<file path="config.mk">
export PLATFORM = sky130hd
export DESIGN_NAME = ipv4_dotted_quad_checker_core
export DESIGN_NICKNAME = d
export VERILOG_FILES = /design/src/idqc_pkg.sv /design/src/ipv4_dotted_quad_checker_core.sv
export SDC_FILE = /design/constraint.sdc
export NUM_CORES = 1
export LEC_CHECK = 0
export BUFFER_PORTS_ARGS = -buffer_cell sky130_fd_sc_hd__buf_2
export CORE_ASPECT_RATIO = 0.7
export CORE_UTILIZATION = 55
export CTS_BUF_LIST = sky130_fd_sc_hd__clkbuf_16
export CTS_CLUSTER_SIZE = 14
export DETAILED_ROUTE_END_ITERATION = 10
export PLACE_DENSITY = 0.72
export RECOVER_POWER = 25
export SLEW_MARGIN = 0
export SYNTH_ARGS = -nofsm -noshare
export SYNTH_HDL_FRONTEND = slang
export SYNTH_SLANG_ARGS = --single-unit
</file>
<file path="constraint.sdc">
create_clock -name i_clk -period 4.2 [get_ports i_clk]
set_clock_uncertainty 0.15 [all_clocks]
set_input_delay 1.26 -clock i_clk [delete_from_list [all_inputs] [get_ports i_clk]]
set_output_delay 1.26 -clock i_clk [all_outputs]
set_load 0.02 [all_outputs]
</file>
<file path="src/idqc_pkg.sv">
// ----------------------------------------------------------------------------
// idqc_pkg: shared definitions for the dotted-quad address checker
// Character codes, length limits, state widths and the octet rule check.
// ----------------------------------------------------------------------------
package idqc_pkg;

    localparam int unsigned CHAR_W   = 8;
    localparam int unsigned CCOUNT_W = 5;
    localparam int unsigned DCOUNT_W = 3;
    localparam int unsigned DIGITS_W = 3;
    localparam int unsigned VALUE_W  = 10;

    localparam logic [CHAR_W-1:0]   CHAR_ZERO = 8'd48;
    localparam logic [CHAR_W-1:0]   CHAR_NINE = 8'd57;
    localparam logic [CHAR_W-1:0]   CHAR_DOT  = 8'd46;

    localparam logic [CCOUNT_W-1:0] MIN_LEN   = 5'd7;
    localparam logic [CCOUNT_W-1:0] MAX_LEN   = 5'd15;
    localparam logic [CCOUNT_W-1:0] CCOUNT_MAX = 5'd31;
    localparam logic [DCOUNT_W-1:0] DCOUNT_MAX = 3'd7;
    localparam logic [DCOUNT_W-1:0] DOTS_NEEDED = 3'd3;
    localparam logic [DIGITS_W-1:0] DIGITS_MAX = 3'd7;
    localparam logic [DIGITS_W-1:0] DIGITS_KEPT = 3'd3;
    localparam logic [VALUE_W-1:0]  OCTET_MAX = 10'd255;

    typedef logic [CCOUNT_W-1:0] t_ccount;
    typedef logic [DCOUNT_W-1:0] t_dcount;
    typedef logic [DIGITS_W-1:0] t_digits;
    typedef logic [VALUE_W-1:0]  t_value;

    // true if an octet breaks a rule; first marks the leading octet
    function automatic logic octet_bad(
        input t_digits digits,
        input t_value  value,
        input logic    lead_zero,
        input logic    first
    );
        logic bad;
        bad = 1'b0;
        if (digits == '0 || digits > DIGITS_KEPT) begin
            bad = 1'b1;
        end
        if (lead_zero && digits > t_digits'(1)) begin
            bad = 1'b1;
        end
        if (value > OCTET_MAX) begin
            bad = 1'b1;
        end
        if (first && value == '0) begin
            bad = 1'b1;
        end
        return bad;
    endfunction

endpackage

</file>
<file path="src/ipv4_dotted_quad_checker_core.sv">
// ----------------------------------------------------------------------------
// ipv4_dotted_quad_checker_core
// Checks a character stream for a well-formed dotted-quad address and gives
// one verdict on each character marked as last.
// ----------------------------------------------------------------------------
// verdict is registered, valid the cycle after the final character is taken
// throughput: one character per cycle while o_in_ready is high, set by the
//   combinational update from the per-string counters to the verdict register
// a request is taken whenever the verdict register is empty or being drained
// reset: synchronous active low, clears all counters and the verdict valid
module ipv4_dotted_quad_checker_core (
    input  logic                        i_clk,
    input  logic                        i_rst_n,
    input  logic                        i_in_valid,
    output logic                        o_in_ready,
    input  logic [idqc_pkg::CHAR_W-1:0] i_char_code,
    input  logic                        i_last_char,
    output logic                        o_out_valid,
    input  logic                        i_out_ready,
    output logic                        o_address_valid
);
    import idqc_pkg::*;

    t_ccount r_char_count, n_char_count;
    t_dcount r_dot_count,  n_dot_count;
    t_digits r_digits,     n_digits;
    t_value  r_value,      n_value;
    logic    r_lead_zero,  n_lead_zero;
    logic    r_error,      n_error;
    logic    r_out_valid;
    logic    r_verdict,    n_verdict;

    logic       in_accept;
    logic       is_dot;
    logic       is_digit;
    logic [3:0] digit;

    assign o_in_ready      = !r_out_valid || i_out_ready;
    assign in_accept       = i_in_valid && o_in_ready;
    assign o_out_valid     = r_out_valid;
    assign o_address_valid = r_verdict;

    // character classes
    assign is_dot   = (i_char_code == CHAR_DOT);
    assign is_digit = (i_char_code inside {[CHAR_ZERO:CHAR_NINE]});
    assign digit    = 4'(i_char_code - CHAR_ZERO);

    // next string state for the current character
    always_comb begin
        n_char_count = (r_char_count < CCOUNT_MAX) ? r_char_count + t_ccount'(1)
                                                   : r_char_count;
        n_dot_count  = r_dot_count;
        n_digits     = r_digits;
        n_value      = r_value;
        n_lead_zero  = r_lead_zero;
        n_error      = r_error;
        if (is_dot) begin
            if (n_char_count == t_ccount'(1)) begin
                n_error = 1'b1;
            end
            if (octet_bad(r_digits, r_value, r_lead_zero, r_dot_count == '0)) begin
                n_error = 1'b1;
            end
            if (r_dot_count < DCOUNT_MAX) begin
                n_dot_count = r_dot_count + t_dcount'(1);
            end
            n_digits    = '0;
            n_value     = '0;
            n_lead_zero = 1'b0;
        end else if (is_digit) begin
            if (r_digits == '0 && digit == 4'd0) begin
                n_lead_zero = 1'b1;
            end
            // times ten as two shifts, value stays below 1000
            if (r_digits < DIGITS_KEPT) begin
                n_value = (r_value << 3) + (r_value << 1) + t_value'(digit);
            end
            if (r_digits < DIGITS_MAX) begin
                n_digits = r_digits + t_digits'(1);
            end
        end else begin
            n_error = 1'b1;
        end
    end

    // verdict for a string ending on this character
    always_comb begin
        n_verdict = !n_error
                    && n_char_count >= MIN_LEN && n_char_count <= MAX_LEN
                    && n_dot_count == DOTS_NEEDED
                    && !octet_bad(n_digits, n_value, n_lead_zero, 1'b0);
    end

    // string state, cleared after each final character
    always_ff @(posedge i_clk) begin
        if (!i_rst_n) begin
            r_char_count <= '0;
            r_dot_count  <= '0;
            r_digits     <= '0;
            r_value      <= '0;
            r_lead_zero  <= 1'b0;
            r_error      <= 1'b0;
        end else if (in_accept) begin
            if (i_last_char) begin
                r_char_count <= '0;
                r_dot_count  <= '0;
                r_digits     <= '0;
                r_value      <= '0;
                r_lead_zero  <= 1'b0;
                r_error      <= 1'b0;
            end else begin
                r_char_count <= n_char_count;
                r_dot_count  <= n_dot_count;
                r_digits     <= n_digits;
                r_value      <= n_value;
                r_lead_zero  <= n_lead_zero;
                r_error      <= n_error;
            end
        end
    end

    // verdict register
    always_ff @(posedge i_clk) begin
        if (!i_rst_n) begin
            r_out_valid <= 1'b0;
        end else if (in_accept && i_last_char) begin
            r_out_valid <= 1'b1;
        end else if (i_out_ready) begin
            r_out_valid <= 1'b0;
        end
    end

    always_ff @(posedge i_clk) begin
        if (in_accept && i_last_char) begin
            r_verdict <= n_verdict;
        end
    end

endmodule
</file>
# == Word level (Yosys, flattened, before mapping) ==
# Cells that the tools add are included.
# op_classes
n_mul,0
mux,32
shifts,0
magnitude_cmp,14
addsub,6
n_reduce_logical,23
div_mod_pow,0
eq_ne,3
bitwise_logic,0
# ops
op,n
$mux W10,4
$mux W3,7
$gt A10 B8 Y1 const B,2
$mux W1,19
$logic_and A1 B1 Y1,11
$add A10 B10 Y10,1
$add A10 B4 Y10,1
$logic_not A10 Y1,1
$mux W5,2
$logic_not A3 Y1,3
$eq A8 B6 Y1 const B,1
$ge A8 B6 Y1 const B,1
$le A8 B6 Y1 const B,1
$add A3 B1 Y3 const B,2
$gt A3 B1 Y1 const B,2
$gt A3 B2 Y1 const B,2
$lt A3 B3 Y1 const B,2
$add A5 B1 Y5 const B,1
$eq A5 B1 Y1 const B,1
$ge A5 B3 Y1 const B,1
$le A5 B4 Y1 const B,1
$lt A5 B5 Y1 const B,1
$logic_not A4 Y1,1
$sub A4 B1 Y4 const B,1
5 further kinds,9
# word_totals
ram_bits,0
wordCells,86
inputBits,13
latch_bits,0
reg_bits,25
out_inout_bits,3
memories,0
romBits,0

# == Depth between registers and ports, before layout ==
# depth
word_depth,14
ltp_mapped,10
ltp_nobuf,10

# == Worst setup path after synthesis ==
# No wires, ideal clock.
# synth_timing
path_kind,input to register
from,input i_char_code[3] (netlist bit)
to,"register r_verdict, in the netlist o_address_valid (data pin)"
path_slack_ns,0.315
stages,10
setup_time_ns,0.190
arrival_ns,3.544
path_buffers,0
t_required_ns,3.860
path_cell_list,inv_1 fa_1 inv_1 fa_1 a211oi_1 o21bai_1 a21oi_1 xnor2_1 or3b_1 a2111oi_2
# synth_between
elab_chain_cells,11
elab_cells_between_ends,35
classes_between,2 x add/sub; 5 x order compare; 2 x eq/ne; 14 x mux; 12 x reduce/logical
# synth_rtl
item,line_no,source
"start, declared",ipv4_dotted_quad_checker_core.sv:16,"input logic [idqc_pkg::CHAR_W-1:0] i_char_code,"
branches (longest 10 deep; another with $add A10 B4 Y10),n/a,
$logic_and A1 B1 Y1 *,ipv4_dotted_quad_checker_core.sv:91,"&& !octet_bad(n_digits, n_value, n_lead_zero, 1'b0);"
net n_verdict,ipv4_dotted_quad_checker_core.sv:31,"logic r_verdict, n_verdict;"
"end signal, assigned",ipv4_dotted_quad_checker_core.sv:135,r_verdict <= n_verdict;
"end, declared",ipv4_dotted_quad_checker_core.sv:31,
# Mark *: on every way through the listed nets, which the timed path passes.
# A chain may end at the register's enable or synchronous reset.

# == Worst setup path in the final report ==
# Same ends and word-level chain as after synthesis.

==> impl_metrics.csv <==
group,metric,value,unit
status,outcome,"completed",
power_and_ir_drop,power,511.0,uW
sta,drv_slew,0,
floorplanning,initial_utilization,59.97,%
worst_setup_path,crit_chain,"buf_2 > inv_1 > fa_1 > inv_1 > fa_1 > a211oi_1 > o21bai_1 > a21oi_1 > xnor2_1 > or3b_1 > a2111oi_2",
logic_synthesis,synth_warnings,0,
sta,max_slew_margin,36.83,%
power_and_ir_drop,p_per_area,238.7,nW/um^2
logic_synthesis,syn_area,1964,um^2
worst_setup_path,max_stage_delay,530,ps
worst_hold_path,hold_class,"flip-flop to flip-flop",
finish,layout-drive-gt1-share,11.02,%
finish,syn2layout_area_growth,8.981,%
place,hpwl,3.320,mm
routing,wl_per_cell,15.13,um
grt,grtUsageTotal,25.50,%
worst_setup_path,worstSetupStartpointType,"primary input",
worst_hold_path,whs_path_depth,2,
grt,grt_pass1_wl,7.527,mm
logic_synthesis,yosysTopAreaCell,"dfxtp_1",
place,portBuffers,15,
worst_setup_path,rr_worst_depth,10,
sta,hold_ws,309.6,ps
clock_tree,cts_buffers,3,
worst_setup_path,endpoint_kind,"flip-flop",
clock_tree,htreeDepth,1,
floorplanning,rows,17,
floorplanning,fp.coreArea,3276,um^2
finish,diodes,0,
logic_synthesis,syn-instance-count,235,
grt,antenna_found_initial,0,
logic_synthesis,synth-edff-count,1,
worst_setup_path,r2r-start,"r_value[0]$_SDFFE_PN0P_",
clock_tree,post_cts_buffers,0,
place,dp_worst_setup_slack,48.11,ps
clock_tree,clk_latency,260,ps
logic_synthesis,avgSynthCellArea,8.359,um^2
logic_synthesis,yosys.area.top_type_share,24.46,%
grt,grt_pass1_vias,1558,
logic_synthesis,synthTopCellsByCount,"dfxtp_1, ha_1, a21oi_1",
sta,fin_tns_setup,0,ps
power_and_ir_drop,ir_worst_vdd,220.8,uV
worst_hold_path,whs_endpoint,"r_value[9]$_SDFFE_PN0P_",
sta,grt_setup_unrepaired,"false",
worst_hold_path,min-delay-start,"r_value[9]$_SDFFE_PN0P_",
clock_tree,cts.repair.resized,0,
clock_tree,cts_hold_buf,0,
sta,fin_ws,300.3,ps
power_and_ir_drop,leakage,0.0008681,uW
finish,layout.nets,283,
sta,min_period,3900,ps
routing,firstDrtPassIters,4,
floorplanning,die_h,52,um
place,finalWeightedCongestion,0.9391,
sta,tightest_slew,947.5,ps
routing,ant_nets,0,
logic_synthesis,synth_ff_type,"dfxtp_1",
clock_tree,cts_sinks,25,
clock_tree,root_buffer,"clkbuf_16",
logic_synthesis,yosysSeqAreaShare,25.99,%
sta,setup_viol,0,
worst_setup_path,worstPathArrival,3820,ps
floorplanning,die_area,3818,um^2
routing,drc,0,
routing,wirelength,4.417,mm
worst_setup_path,r2r_end,"o_address_valid$_DFFE_PP_",
grt,grt.overflow.total,0,
worst_setup_path,crit_type,"primary input to flip-flop",
clock_tree,clk_pin_slew,70,ps
grt,grt_max_degree,25,
worst_setup_path,r2r_setup_slack,1010,ps
clock_tree,clock_tree.buffer_depth,2,
logic_synthesis,ys_async_sr_fraction,0,%
worst_setup_path,required,4120,ps
finish,nFillCells,302,
routing,vias_per_cell,6.055,
routing,drtIter0Drc,110,
logic_synthesis,synth_seq_cells,25,
sta,max_clock_freq,0.2564,GHz
routing,vias,1768,
finish,fin_util,65.36,%
logic_synthesis,synth_most_common_cell,"dfxtp_1",
sta,finalHoldViolCount,0,
logic_synthesis,syn_nets,272,
logic_synthesis,ys_types,53,
worst_setup_path,crit_slowest_cell,"fa_1",
clock_tree,cts_tree,"done",
job,max-cap-violations,0,
sta,fin_crit_sh,92.85,%
floorplanning,top_level_ports,16,
floorplanning,die_w,73.43,um
logic_synthesis,synth_area_leaders,"dfxtp_1, ha_1, a21oi_1",
worst_setup_path,cp_max_fo,4,
-- registers in the layout, summed over array words and instances, names as in the netlist --
name             flops
r_digits             3
r_value             10
o_out_valid          1
r_dot_count          3
r_error              1
r_lead_zero          1
r_char_count         5
o_address_valid      1
-- worst max-delay path: cells and delay by family --
| family | cells | cell delay (ps) |
|---|---|---|
| fa+ha+maj | 2 | 1010 |
| simple gates | 1 | 390 |
| buf+inv | 3 | 230 |
| xor+xnor | 1 | 100 |
| compound gates | 4 | 830 |
-- logic make-up (layout without fill, tap and decap cells) --
family / count (synthesis) / after routing / synth area share (%)
buffers and inverters: 24 / 34 / 4.586
adder cells (fa/ha/maj): 24 / 24 / 16.05
AO/OA/AOI/OAI: 75 / 75 / 26.18
flip-flops: 25 / 25 / 25.99
AND/OR/NAND/NOR: 77 / 77 / 22.61
XOR/XNOR: 9 / 9 / 4.012
multiplexers: 1 / 1 / 0.5732
-- per-stage QoR --
step	instance area, um^2	instances
after floorplan	1964	235
after global placement	2064	288
final	2141	292
after global routing	2141	292
after detailed placement	2064	288
after CTS	2145	292
-- layout by cell type, fill, tap and decap left out, types with 2 or more instances in the layout --
master     synthesis  final
a21boi_0           2      2
a21o_1             3      3
a21oi_1           21     21
a22oi_1           11     11
a31oi_1            5      5
a41oi_1            2      2
and3b_1            2      2
buf_2              0     12
clkbuf_1           8      3
clkbuf_16          0      3
dfxtp_1           24     24
fa_1               2      2
ha_1              22     22
inv_1             15     15
nand2_1           16     16
nand2b_1           2      2
nand3_1            6      6
nor2_1            15     15
nor2b_1           14     14
nor3_1             5      5
nor4_1             5      5
o211ai_1           4      4
o21ai_0            8      8
o21ai_1            2      2
o21bai_1           2      2
o221a_2            3      3
xnor2_1            5      5
xor2_1             4      4
-- area by class of cell --
class / count / area [um^2] / area share [%]
Timing Repair Buffer: 15 / 71.32 / 3.331
Inverter: 15 / 56.30 / 2.630
Sequential cell: 25 / 510.5 / 23.85
Clock buffer: 3 / 75.07 / 3.507
Tap cell: 47 / 58.81 / 2.747
Clock inverter: 1 / 5.005 / 0.2338
Multi-Input combinational cell: 186 / 1364 / 63.71
-- worst max path at each step --
| stage | from | endpoint | slack, ps | cells after the start |
|---|---|---|---|---|
| after floorplan | i_char_code[3] | o_address_valid$_DFFE_PP_ | 320 | 10 |
| after global placement | i_char_code[3] | o_address_valid$_DFFE_PP_ | 110 | 11 |
| after detailed placement | i_char_code[3] | o_address_valid$_DFFE_PP_ | 50 | 11 |
| after CTS | i_char_code[3] | o_address_valid$_DFFE_PP_ | 310 | 11 |
| after global routing | i_char_code[3] | o_address_valid$_DFFE_PP_ | 130 | 11 |
| final | i_char_code[3] | o_address_valid$_DFFE_PP_ | 300 | 11 |
-- layer usage --
| metal | GRT usage [%] | up-vias | share of wire, % |
|---|---|---|---|
| met5 | 0 | - | 0 |
| met3 | 5.814 | 2 | 7.1 |
| met1 | 39.41 | 813 | 54 |
| met4 | 2.885 | 0 | 0.23 |
| li1 | - | 891 | - |
| met2 | 36.42 | 62 | 38 |
-- report_power, final --
group          leakage (uW)  switching (uW)  internal [uW]
clock network     0.0000409            88.5            129
logic              0.000624            32.3           17.5
registers          0.000204            3.12            241
total              0.000868             124            387
Note: power is estimated with default switching activity, not from simulation.
